==> src/rtl/csfe_pkg.sv <==
// Shared types and constants for the character frequency histogram block.
package csfe_pkg;

   localparam int BIN_COUNT = 96;
   localparam int BIN_IDX_W = 7;
   localparam int COUNT_W = 7;
   localparam logic [7:0] FIRST_CODE = 8'd32;
   localparam logic [7:0] SPACE_CODE = 8'd32;
   localparam logic [BIN_IDX_W-1:0] LAST_BIN = BIN_IDX_W'(BIN_COUNT - 1);

   typedef struct packed {
      logic [7:0] symbol;
      logic       last;
   } req_type;

   typedef struct packed {
      logic [6:0]         letter;
      logic [COUNT_W-1:0] occurrences;
      logic               is_most;
      logic               is_least;
      logic [COUNT_W-1:0] max_count;
      logic [COUNT_W-1:0] min_count;
      logic [COUNT_W-1:0] max_kinds;
      logic [COUNT_W-1:0] min_kinds;
      logic               overflow;
      logic               empty_res;
      logic               final_res;
   } rsp_type;

   typedef logic [7:0] csr_type;

   typedef struct packed {
      logic load;
      logic scan_init;
      logic scan;
      logic emit_init;
      logic emit_read;
      logic emit_next;
      logic emit_load;
      logic emit_empty;
      logic clear;
   } cmd_type;

   typedef struct packed {
      logic last_transfer;
      logic scan_end;
      logic no_kinds;
      logic bin_nonzero;
      logic bin_is_final;
      logic out_free;
   } status_type;

endpackage

==> src/rtl/csfe_stream_if.sv <==
// Valid/ready channel carrying one payload per transfer.
interface csfe_stream_if #(parameter type payload_type = logic);
   logic        valid;
   logic        ready;
   payload_type payload;

   modport source (output valid, output payload, input ready);
   modport sink (input valid, input payload, output ready);
endinterface

==> src/rtl/csfe_ctrl.sv <==
// Sequencer for load, drain, scan, emit and clear phases.
module csfe_ctrl (
   input  logic                  clock,
   input  logic                  reset,
   input  csfe_pkg::status_type  status,
   output csfe_pkg::cmd_type     cmd
);

   typedef enum logic [7:0] {
      ST_LOAD       = 8'b0000_0001,
      ST_DRAIN      = 8'b0000_0010,
      ST_SCAN       = 8'b0000_0100,
      ST_EMIT_START = 8'b0000_1000,
      ST_EMPTY      = 8'b0001_0000,
      ST_EMIT_RD    = 8'b0010_0000,
      ST_EMIT_CHK   = 8'b0100_0000,
      ST_CLEAR      = 8'b1000_0000
   } state_type;

   state_type state_ff;
   state_type state_in;

   always_comb begin
      state_in = state_ff;
      cmd = '0;
      case (state_ff)
         ST_LOAD: begin
            cmd.load = 1'b1;
            if (status.last_transfer) begin
               state_in = ST_DRAIN;
            end
         end
         ST_DRAIN: begin
            cmd.scan_init = 1'b1;
            state_in = ST_SCAN;
         end
         ST_SCAN: begin
            cmd.scan = 1'b1;
            if (status.scan_end) begin
               state_in = ST_EMIT_START;
            end
         end
         ST_EMIT_START: begin
            cmd.emit_init = 1'b1;
            state_in = status.no_kinds ? ST_EMPTY : ST_EMIT_RD;
         end
         ST_EMPTY: begin
            if (status.out_free) begin
               cmd.emit_empty = 1'b1;
               state_in = ST_CLEAR;
            end
         end
         ST_EMIT_RD: begin
            cmd.emit_read = 1'b1;
            state_in = ST_EMIT_CHK;
         end
         ST_EMIT_CHK: begin
            if (!status.bin_nonzero) begin
               cmd.emit_next = 1'b1;
               state_in = ST_EMIT_RD;
            end else if (status.out_free) begin
               cmd.emit_load = 1'b1;
               cmd.emit_next = 1'b1;
               state_in = status.bin_is_final ? ST_CLEAR : ST_EMIT_RD;
            end
         end
         ST_CLEAR: begin
            cmd.clear = 1'b1;
            state_in = ST_LOAD;
         end
         default: begin
            state_in = ST_LOAD;
         end
      endcase
   end

   always_ff @(posedge clock) begin
      if (reset) begin
         state_ff <= ST_LOAD;
      end else begin
         state_ff <= state_in;
      end
   end

endmodule

==> src/rtl/csfe_datapath.sv <==
// Histogram memory, byte filter, extreme-count scan and result register.
module csfe_datapath #(
   parameter int CAPACITY = 64
) (
   input  logic                 clock,
   input  logic                 reset,
   input  csfe_pkg::cmd_type    cmd,
   output csfe_pkg::status_type status,
   csfe_stream_if.sink          req_chan,
   csfe_stream_if.source        rsp_chan,
   csfe_stream_if.sink          csr_chan
);

   localparam int IW = csfe_pkg::BIN_IDX_W;
   localparam int CW = csfe_pkg::COUNT_W;

   logic [CW-1:0] hist_mem [csfe_pkg::BIN_COUNT];
   logic [csfe_pkg::BIN_COUNT-1:0] hist_vld_ff, hist_vld_in;

   logic [7:0]    drop_spaces_ff, drop_spaces_in;
   logic [7:0]    spaces_left_ff, spaces_left_in;
   logic          in_set_ff, in_set_in;
   logic [CW-1:0] kept_total_ff, kept_total_in;
   logic          overflowed_ff, overflowed_in;

   logic          s2_valid_ff;
   logic [IW-1:0] s2_addr_ff;
   logic          fwd_valid_ff;
   logic [IW-1:0] fwd_addr_ff;
   logic [CW-1:0] fwd_val_ff;
   logic [CW-1:0] rd_data_ff;

   logic [IW-1:0] scan_ptr_ff, scan_ptr_in;
   logic          proc_valid_ff;
   logic [IW-1:0] proc_idx_ff;
   logic          any_ff, any_in;
   logic [CW-1:0] max_ff, max_in, min_ff, min_in;
   logic [CW-1:0] maxk_ff, maxk_in, mink_ff, mink_in;
   logic [IW-1:0] last_idx_ff, last_idx_in;
   logic [IW-1:0] emit_ptr_ff, emit_ptr_in;

   logic                 rsp_valid_ff, rsp_valid_in;
   csfe_pkg::rsp_type    rsp_data_ff, rsp_data_in;

   logic          req_fire;
   logic [7:0]    sym;
   logic          printable;
   logic [7:0]    spaces_eff;
   logic          drop_space;
   logic          cap_full;
   logic          keep;
   logic          scan_rd;
   logic          rd_en;
   logic [IW-1:0] rd_addr;
   logic [IW-1:0] sym_idx;
   logic [CW-1:0] s2_old;
   logic [CW-1:0] s2_new;
   logic [CW-1:0] scan_cnt;
   logic          out_free;

   assign req_chan.ready = cmd.load;
   assign csr_chan.ready = 1'b1;
   assign rsp_chan.valid = rsp_valid_ff;
   assign rsp_chan.payload = rsp_data_ff;

   assign req_fire = req_chan.valid && cmd.load;
   assign sym = req_chan.payload.symbol;
   assign printable = !sym[7] && (sym >= csfe_pkg::FIRST_CODE);
   assign spaces_eff = in_set_ff ? spaces_left_ff : drop_spaces_ff;
   assign drop_space = (sym == csfe_pkg::SPACE_CODE) && (spaces_eff != 8'd0);
   assign cap_full = kept_total_ff >= CW'(CAPACITY);
   assign keep = printable && !drop_space && !cap_full;
   assign sym_idx = sym[IW-1:0] - csfe_pkg::FIRST_CODE[IW-1:0];

   assign scan_rd = cmd.scan && (scan_ptr_ff < IW'(csfe_pkg::BIN_COUNT));
   assign rd_en = (req_fire && keep) || scan_rd || cmd.emit_read;

   always_comb begin
      if (cmd.load) begin
         rd_addr = sym_idx;
      end else if (cmd.scan) begin
         rd_addr = scan_ptr_ff;
      end else begin
         rd_addr = emit_ptr_ff;
      end
   end

   // stage two: increment with bypass of the write made at the read edge
   always_comb begin
      if (fwd_valid_ff && (fwd_addr_ff == s2_addr_ff)) begin
         s2_old = fwd_val_ff;
      end else if (hist_vld_ff[s2_addr_ff]) begin
         s2_old = rd_data_ff;
      end else begin
         s2_old = '0;
      end
      s2_new = s2_old + CW'(1);
   end

   always_ff @(posedge clock) begin
      if (rd_en) begin
         rd_data_ff <= hist_mem[rd_addr];
      end
      if (s2_valid_ff) begin
         hist_mem[s2_addr_ff] <= s2_new;
      end
   end

   assign scan_cnt = hist_vld_ff[proc_idx_ff] ? rd_data_ff : '0;
   assign out_free = !rsp_valid_ff || rsp_chan.ready;

   always_comb begin
      hist_vld_in = hist_vld_ff;
      drop_spaces_in = drop_spaces_ff;
      spaces_left_in = spaces_left_ff;
      in_set_in = in_set_ff;
      kept_total_in = kept_total_ff;
      overflowed_in = overflowed_ff;
      scan_ptr_in = scan_ptr_ff;
      any_in = any_ff;
      max_in = max_ff;
      min_in = min_ff;
      maxk_in = maxk_ff;
      mink_in = mink_ff;
      last_idx_in = last_idx_ff;
      emit_ptr_in = emit_ptr_ff;
      rsp_valid_in = rsp_valid_ff;
      rsp_data_in = rsp_data_ff;

      if (csr_chan.valid) begin
         drop_spaces_in = csr_chan.payload;
      end

      if (req_fire) begin
         in_set_in = 1'b1;
         spaces_left_in = drop_space ? spaces_eff - 8'd1 : spaces_eff;
         if (keep) begin
            kept_total_in = kept_total_ff + CW'(1);
         end
         if (printable && !drop_space && cap_full) begin
            overflowed_in = 1'b1;
         end
      end

      if (s2_valid_ff) begin
         hist_vld_in[s2_addr_ff] = 1'b1;
      end

      if (cmd.scan_init) begin
         scan_ptr_in = '0;
         any_in = 1'b0;
         max_in = '0;
         min_in = '1;
         maxk_in = '0;
         mink_in = '0;
         last_idx_in = '0;
      end
      if (scan_rd) begin
         scan_ptr_in = scan_ptr_ff + IW'(1);
      end
      if (proc_valid_ff && (scan_cnt != '0)) begin
         any_in = 1'b1;
         last_idx_in = proc_idx_ff;
         if (scan_cnt > max_ff) begin
            max_in = scan_cnt;
            maxk_in = CW'(1);
         end else if (scan_cnt == max_ff) begin
            maxk_in = maxk_ff + CW'(1);
         end
         if (scan_cnt < min_ff) begin
            min_in = scan_cnt;
            mink_in = CW'(1);
         end else if (scan_cnt == min_ff) begin
            mink_in = mink_ff + CW'(1);
         end
      end

      if (cmd.emit_init) begin
         emit_ptr_in = '0;
      end else if (cmd.emit_next) begin
         emit_ptr_in = emit_ptr_ff + IW'(1);
      end

      if (rsp_chan.ready) begin
         rsp_valid_in = 1'b0;
      end
      if (cmd.emit_load) begin
         rsp_valid_in = 1'b1;
         rsp_data_in.letter = emit_ptr_ff + csfe_pkg::FIRST_CODE[6:0];
         rsp_data_in.occurrences = rd_data_ff;
         rsp_data_in.is_most = rd_data_ff == max_ff;
         rsp_data_in.is_least = rd_data_ff == min_ff;
         rsp_data_in.max_count = max_ff;
         rsp_data_in.min_count = min_ff;
         rsp_data_in.max_kinds = maxk_ff;
         rsp_data_in.min_kinds = mink_ff;
         rsp_data_in.overflow = overflowed_ff;
         rsp_data_in.empty_res = 1'b0;
         rsp_data_in.final_res = emit_ptr_ff == last_idx_ff;
      end else if (cmd.emit_empty) begin
         rsp_valid_in = 1'b1;
         rsp_data_in = '0;
         rsp_data_in.empty_res = 1'b1;
         rsp_data_in.final_res = 1'b1;
      end

      if (cmd.clear) begin
         hist_vld_in = '0;
         spaces_left_in = '0;
         in_set_in = 1'b0;
         kept_total_in = '0;
         overflowed_in = 1'b0;
      end
   end

   always_ff @(posedge clock) begin
      if (reset) begin
         hist_vld_ff <= '0;
         drop_spaces_ff <= '0;
         spaces_left_ff <= '0;
         in_set_ff <= 1'b0;
         kept_total_ff <= '0;
         overflowed_ff <= 1'b0;
         s2_valid_ff <= 1'b0;
         fwd_valid_ff <= 1'b0;
         proc_valid_ff <= 1'b0;
         rsp_valid_ff <= 1'b0;
      end else begin
         hist_vld_ff <= hist_vld_in;
         drop_spaces_ff <= drop_spaces_in;
         spaces_left_ff <= spaces_left_in;
         in_set_ff <= in_set_in;
         kept_total_ff <= kept_total_in;
         overflowed_ff <= overflowed_in;
         s2_valid_ff <= req_fire && keep;
         fwd_valid_ff <= s2_valid_ff;
         proc_valid_ff <= scan_rd;
         rsp_valid_ff <= rsp_valid_in;
      end
   end

   always_ff @(posedge clock) begin
      s2_addr_ff <= sym_idx;
      fwd_addr_ff <= s2_addr_ff;
      fwd_val_ff <= s2_new;
      proc_idx_ff <= scan_ptr_ff;
      scan_ptr_ff <= scan_ptr_in;
      any_ff <= any_in;
      max_ff <= max_in;
      min_ff <= min_in;
      maxk_ff <= maxk_in;
      mink_ff <= mink_in;
      last_idx_ff <= last_idx_in;
      emit_ptr_ff <= emit_ptr_in;
      rsp_data_ff <= rsp_data_in;
   end

   assign status.last_transfer = req_fire && req_chan.payload.last;
   assign status.scan_end = proc_valid_ff && (proc_idx_ff == csfe_pkg::LAST_BIN);
   assign status.no_kinds = !any_ff;
   assign status.bin_nonzero = hist_vld_ff[emit_ptr_ff];
   assign status.bin_is_final = emit_ptr_ff == last_idx_ff;
   assign status.out_free = out_free;

endmodule

==> src/rtl/char_sort_frequency_extremes_unit.sv <==
// Character frequency histogram: top level joining sequencer and datapath.
//
// req_chan takes one text byte per transfer, with last marking the end of a set.
// Printable codes 32..127 are counted, apart from the first drop_spaces spaces
// and any byte past CAPACITY kept bytes (which sets the overflow flag).
// csr_chan writes drop_spaces; it is always ready and is read at a set's first byte.
// rsp_chan gives one result per distinct symbol in ascending code order, or a
// single empty result; final_res marks the last one of the set.
// Throughput: one byte per cycle while a set loads (two-stage read-modify-write
// on the histogram memory with a bypass). After the last byte come a drain step,
// a scan of the 96 bins for extremes, a setup step, then a read and a check for
// each bin walked up to the highest used symbol (or a single empty result), and
// a clear. The next set's bytes are taken once the clear is done, even while the
// final result still waits in the output register.
// A stalled receiver holds the result register and pauses the walk over the bins.
// Reset (synchronous) clears the histogram valid bits, counters and drop_spaces.
module char_sort_frequency_extremes_unit #(
   parameter int CAPACITY = 64
) (
   input  logic          clock,
   input  logic          reset,
   csfe_stream_if.sink   req_chan,
   csfe_stream_if.source rsp_chan,
   csfe_stream_if.sink   csr_chan
);

   csfe_pkg::cmd_type    cmd;
   csfe_pkg::status_type status;

   csfe_ctrl u_ctrl (
      .clock  (clock),
      .reset  (reset),
      .status (status),
      .cmd    (cmd)
   );

   csfe_datapath #(
      .CAPACITY (CAPACITY)
   ) u_datapath (
      .clock    (clock),
      .reset    (reset),
      .cmd      (cmd),
      .status   (status),
      .req_chan (req_chan),
      .rsp_chan (rsp_chan),
      .csr_chan (csr_chan)
   );

   a_stop_after_last: assert property (@(posedge clock) disable iff (reset)
      req_chan.valid && req_chan.ready && req_chan.payload.last |=> !req_chan.ready)
      else $error("input taken directly after the last transfer of a set");

   a_empty_is_final: assert property (@(posedge clock) disable iff (reset)
      rsp_chan.valid && rsp_chan.payload.empty_res |-> rsp_chan.payload.final_res)
      else $error("empty result not marked final");

   a_count_in_range: assert property (@(posedge clock) disable iff (reset)
      rsp_chan.valid && !rsp_chan.payload.empty_res |->
         rsp_chan.payload.occurrences != '0 &&
         rsp_chan.payload.occurrences <= rsp_chan.payload.max_count &&
         rsp_chan.payload.occurrences >= rsp_chan.payload.min_count)
      else $error("symbol count outside the extreme counts");

   a_most_matches: assert property (@(posedge clock) disable iff (reset)
      rsp_chan.valid && !rsp_chan.payload.empty_res |->
         rsp_chan.payload.is_most ==
            (rsp_chan.payload.occurrences == rsp_chan.payload.max_count))
      else $error("most-frequent flag disagrees with count");

endmodule

==> src/flat_wrapper.sv <==
// flat-port wrapper written by rule: the top's interface ports become plain ports
module char_sort_frequency_extremes_unit_flat 
#(
   parameter int CAPACITY = 64
)
  (clock, reset, req_chan_valid, req_chan_payload, req_chan_ready, rsp_chan_valid, rsp_chan_payload, rsp_chan_ready, csr_chan_valid, csr_chan_payload, csr_chan_ready);
  csfe_stream_if #(.payload_type(csfe_pkg::req_type)) req_chan_i ();
  csfe_stream_if #(.payload_type(csfe_pkg::rsp_type)) rsp_chan_i ();
  csfe_stream_if #(.payload_type(csfe_pkg::csr_type)) csr_chan_i ();
  input  logic clock;
  input  logic reset;
  input wire logic [$bits(req_chan_i.valid)-1:0] req_chan_valid;
  input wire logic [$bits(req_chan_i.payload)-1:0] req_chan_payload;
  output wire logic [$bits(req_chan_i.ready)-1:0] req_chan_ready;
  output wire logic [$bits(rsp_chan_i.valid)-1:0] rsp_chan_valid;
  output wire logic [$bits(rsp_chan_i.payload)-1:0] rsp_chan_payload;
  input wire logic [$bits(rsp_chan_i.ready)-1:0] rsp_chan_ready;
  input wire logic [$bits(csr_chan_i.valid)-1:0] csr_chan_valid;
  input wire logic [$bits(csr_chan_i.payload)-1:0] csr_chan_payload;
  output wire logic [$bits(csr_chan_i.ready)-1:0] csr_chan_ready;
  assign req_chan_i.valid = req_chan_valid;
  assign req_chan_i.payload = req_chan_payload;
  assign req_chan_ready = req_chan_i.ready;
  assign rsp_chan_valid = rsp_chan_i.valid;
  assign rsp_chan_payload = rsp_chan_i.payload;
  assign rsp_chan_i.ready = rsp_chan_ready;
  assign csr_chan_i.valid = csr_chan_valid;
  assign csr_chan_i.payload = csr_chan_payload;
  assign csr_chan_ready = csr_chan_i.ready;
  char_sort_frequency_extremes_unit #(.CAPACITY(CAPACITY)) u_core (.clock(clock), .reset(reset), .req_chan(req_chan_i), .rsp_chan(rsp_chan_i), .csr_chan(csr_chan_i));
endmodule
==> config.mk <==
export PLATFORM = sky130hd
export DESIGN_NAME = char_sort_frequency_extremes_unit_flat
export DESIGN_NICKNAME = d
export VERILOG_FILES = /design/src/rtl/csfe_pkg.sv /design/src/rtl/csfe_stream_if.sv /design/src/rtl/csfe_ctrl.sv /design/src/rtl/csfe_datapath.sv /design/src/rtl/char_sort_frequency_extremes_unit.sv /design/src/flat_wrapper.sv
export SDC_FILE = /design/constraint.sdc
export NUM_CORES = 1
export LEC_CHECK = 0
export BUFFER_PORTS_ARGS = -buffer_cell sky130_fd_sc_hd__buf_2
export CELL_PAD_IN_SITES_DETAIL_PLACEMENT = 1
export CELL_PAD_IN_SITES_GLOBAL_PLACEMENT = 2
export CORE_ASPECT_RATIO = 0.9
export CORE_MARGIN = 1.5
export CORE_UTILIZATION = 35
export DETAILED_ROUTE_END_ITERATION = 8
export HOLD_SLACK_MARGIN = 0.03
export PLACE_DENSITY_LB_ADDON = 0.1
export SKIP_LAST_GASP = 1
export SYNTH_ARGS = -nofsm -noshare
export SYNTH_HDL_FRONTEND = slang
export SYNTH_SLANG_ARGS = --single-unit
==> constraint.sdc <==
create_clock -name clock -period 17.93 [get_ports clock]
set_input_delay 1.793 -clock clock [delete_from_list [all_inputs] [get_ports clock]]
set_output_delay 1.793 -clock clock [all_outputs]
set_load 0.05 [all_outputs]
==> metrics list <==
* Final Setup Violations: 0
* Power share of the combinational group: 25.1%
- From left edge to right edge, the die measures roughly 360 um.
- Average size of a mapped cell: 12.2 um^2
* Share of the synthesized area in the top cell type: between 50% and 60%
- Syn nets: 3333
* Most common cell after layout, fill and taps aside: sky130_fd_sc_hd__edfxtp_1
- Dominant combinational cell family by area after synthesis: simple AND/OR/NAND/NOR gates
- The die covers around 120000 um^2.
- The die is ~320 um tall.
- Setup total negative slack on the finished layout was measured at 0 ns.
- The first global-routing pass estimated between 150 and 200 mm of wire.
* Compound-cell area share of the yosys netlist: 5.07%
- Buffers and inverters on the worst path: 3
* Cell-internal power: ~4.1 mW
- Simple-gate share of the synthesized area: between 15 and 20%
- The synthesized design contains approximately 740 enable-type register cells.
* Maximum capacitance violations: 0
- The count of nets left with antenna violations once routing finished came out at 0.
- Post CTS Setup Buffer Count: 0
- Yosys warning total: 0
- Worst slack after detailed placement: around 11 ns
- Number of buffers added to fix hold violations after cts: 0
- Worst slew margin: between 10% and 20%
- Setup slack closes at about 12 ns.
* Total number of placement rows: between 100 and 150
- The longest clock path from root to sink contains 3 buffers.
- Gates resized, CTS repair: 0
* Parity-gate share of the synthesized area counting xor and xnor cells: 1.25%
- Synth cell types: between 70 and 80
* Clock-pin slew on the worst setup and hold paths: about 0.060 ns
- Share of power burned in registers: roughly 40%
- Cells along the critical path: buf_2 -> nor4_1 -> a221oi_1 -> o22a_4 -> buf_4 -> buf_4 -> mux2i_1 -> mux2i_1 -> a22oi_1 -> a31oi_1 -> o31ai_1 -> nand3_1
- In the final routed layout, each cell accounts on average for between 20 and 30 um.
- Pin placement for this block handled 72 I/O pins.
- STA classifies the critical path endpoint as a flop.
* Post-layout minimum cycle time: about 6.2 ns
- Total detailed-routing wirelength: around 130 mm
* Total routing usage reported by global routing: between 20% and 30%
- Entering global routing, the biggest net connects 140 pins.
- The number of antenna violations at the first check in global routing came to 4.
- Number of synthesized register bits: ~940
- Sequential elements use 65.4% of the synthesized area.
- Maximum single-stage delay on the critical path: approximately 0.95 ns
- Max Clock Freq: around 160 MHz
- The kind of cell with the highest combined delay along the critical path is compound AO/OA/AOI/OAI gates.
- The cell area that synthesis handed to floorplanning was between 30000 and 40000 um^2.
- Leakage dissipation: around 16 nW
- The number of global-route vias before repair is around 27k.
- Slowest stage cell, crit path: sky130_fd_sc_hd__buf_4
* Data arrival at the endpoint of the critical path: around 6.6 ns
* Layout Area Growth over Synthesis: 13.4%
- TritonCTS clock tree: yes
- Overflow left after global routing: 0
- The clock reaches the later pin of the worst-skew pair after around 0.7 ns.
* Proportion of layout cells with a drive suffix above 1: a little under an eighth
- DRC marker count from the first detailed-route iteration: between 2k and 2.5k
- Post-detail-place hpwl: 86.1 mm
* Crit path required time: between 15 and 20 ns
- Via Count: about 27k
* Most frequent cells in the layout: sky130_fd_sc_hd__edfxtp_1 (739), sky130_fd_sc_hd__nand2_1 (563), sky130_fd_sc_hd__nor2_1 (407)
- Nature of the critical path startpoint: input pin
- Switching power summed over all nets: around 2 mW
* Number of placed instances with taps included: approximately 4.7k
- Routability-driven placement finished with a final weighted congestion of between 0.8 and 0.9.
* Floorplan core area: 113000 um^2
- For this run, asynchronously set or reset flops after synthesis account for 0%.
* # clock sinks: ~940
- The initial utilization of the core area, before any placement, comes to roughly a third.
* Actual slew at the worst max-slew pin: 1.27 ns
- After Yosys synthesis, full adders, half adders and majority gates account for 0.720% of the synthesized area.
- Power density of the placed cells: 136 nW/um^2
* Drt first pass iters: 5
* Cell types occupying the most area after synthesis: sky130_fd_sc_hd__edfxtp_1 (56%), sky130_fd_sc_hd__dfxtp_1 (9.9%), sky130_fd_sc_hd__nand2_1 (5.3%)
- In this run the tool buffered the top-level ports with 70 buffer cells.
* Period utilization: between 30% and 40%
- Final Non-Filler Cells: approximately 4.9k
- Number of nets at the end of the flow: 3353
* Cell count after synthesis: 3288
- Switching part of the total: about a third
- Maximum level of the CTS H-tree: 3
* Critical path type: in -> reg
- Result of the run: completed
- Between clock sinks in the finished design, the worst skew comes to around 0.028 ns.
* Avg Vias per Cell: around 5.5
- Along the worst path, the maximum fanout reaches 80.
- Unrepaired setup endpoints after global routing: false
* Number of hold violations in the final report: 0
- Post-synth top area cell: sky130_fd_sc_hd__edfxtp_1
- Number of buffers inserted during clock tree synthesis: just over 100
- Portion of netlist area occupied by mux cells: 8.94%
- Leading register cell type out of synthesis: sky130_fd_sc_hd__edfxtp_1
* Proportion of power drawn by the clock network: a little over a third
- Max rail drop VDD: 0.000124 V
* Slew Viols, Final: 0
- After detailed routing, the number of remaining DRC violations is 0.
- The worst hold path belongs to the class reg -> reg.
- CTS placed an instance of sky130_fd_sc_hd__clkbuf_16 at the clock tree root.
## worst register-to-register path: stages (launching register included)
cell and delay, ns:
sky130_fd_sc_hd__dfxtp_1 0.37, sky130_fd_sc_hd__or4_1 0.70, sky130_fd_sc_hd__nor2_1 0.68, sky130_fd_sc_hd__o22a_4 0.82
sky130_fd_sc_hd__buf_4 0.98, sky130_fd_sc_hd__buf_4 0.89, sky130_fd_sc_hd__mux2i_1 0.30, sky130_fd_sc_hd__mux2i_1 0.11
sky130_fd_sc_hd__a22oi_1 0.40, sky130_fd_sc_hd__a31oi_1 0.15, sky130_fd_sc_hd__o31ai_1 0.27, sky130_fd_sc_hd__nand3_1 0.11
## worst paths after layout
path / from / to / slack [ns] / cells past startpoint
hold reg to reg: u_core.u_datapath.scan_ptr_ff[5] / u_core.u_datapath.proc_idx_ff[5] / 0.46 / 0
setup reg to reg: u_core.u_ctrl.state_ff[7] / u_core.u_datapath.rd_data_ff[5] / 11.87 / 11
hold / removal: u_core.u_datapath.scan_ptr_ff[5] / u_core.u_datapath.proc_idx_ff[5] / 0.46 / 0
setup / recovery: req_chan_payload[2] / u_core.u_datapath.rd_data_ff[5] / 11.72 / 12
## cell usage after synthesis (all sizes together), types with 11 or more instances
| cell type | count |
|---|---|
| clkbuf | 125 |
| dfxtp | 198 |
| a22oi | 22 |
| nor2b | 23 |
| xnor2 | 25 |
| o221ai | 11 |
| nor4 | 15 |
| nand2b | 11 |
| o21ai | 33 |
| edfxtp | 739 |
| nand2 | 565 |
| mux2i | 178 |
| buf | 81 |
| and3 | 69 |
| inv | 35 |
| o22ai | 18 |
| xor2 | 32 |
| mux4 | 72 |
| nand4 | 55 |
| a31oi | 16 |
| a21oi | 100 |
| ha | 23 |
| nor3 | 32 |
| mux2 | 15 |
| nand3 | 253 |
| nor2 | 408 |
## layer usage
layer	track usage, %	wire length, um	vias up
met4	5.32	2790	0
met2	36.1	60200	645
met5	0	0	-
met1	32.0	62200	13900
met3	3.03	5730	170
li1	-	-	12100
## sequential cells by signal, summed over array words and instances (netlist names), 8 cells and up
name	cells
u_core.u_datapath.hist_mem	672
u_core.u_datapath.hist_vld_ff	96
u_core.u_datapath.rsp_chan.payload	47
u_core.u_ctrl.state_ff	8
u_core.u_datapath.drop_spaces_ff	8
u_core.u_datapath.spaces_left_ff	8
## logic make-up after synthesis
family                   Yosys count
AO/OA/AOI/OAI                    300
multiplexers                     265
buffers and inverters            242
AND/OR/NAND/NOR                 1463
flip-flops                       937
XOR/XNOR                          57
adder cells (fa/ha/maj)           23
other                              1
## layout make-up
type	count	area, um^2
multi-input cells	2109	13000
fillers	11800	67800
clock buffers	141	2940
well taps	1487	1860
repair buffers	121	758
inverters	36	135
diodes	1	2.50
clock inverters	52	477
flip-flops and latches	937	26200
## metrics by stage
stage	total power, mW	instance area [um^2]	utilization, %	hold WS [ns]
finish	6.15	45300	40.1	0.455
global route	6.39	45300	40.1	0.477
CTS	6.21	45300	40.1	0.451
detailed placement	4.06	41900	37.0	0.438
global placement	4.04	41900	37.0	0.429
floorplan	3.42	40000	-	0.329
## power by group through the flow
stage	clock network (mW)	logic (mW)	registers, mW
after floorplan	0	0.950	2.47
after global placement	0	1.54	2.50
after detailed placement	0	1.55	2.50
after CTS	2.19	1.56	2.46
after global routing	2.27	1.66	2.46
final	2.15	1.54	2.46
Power figures use the tool's default switching activity.
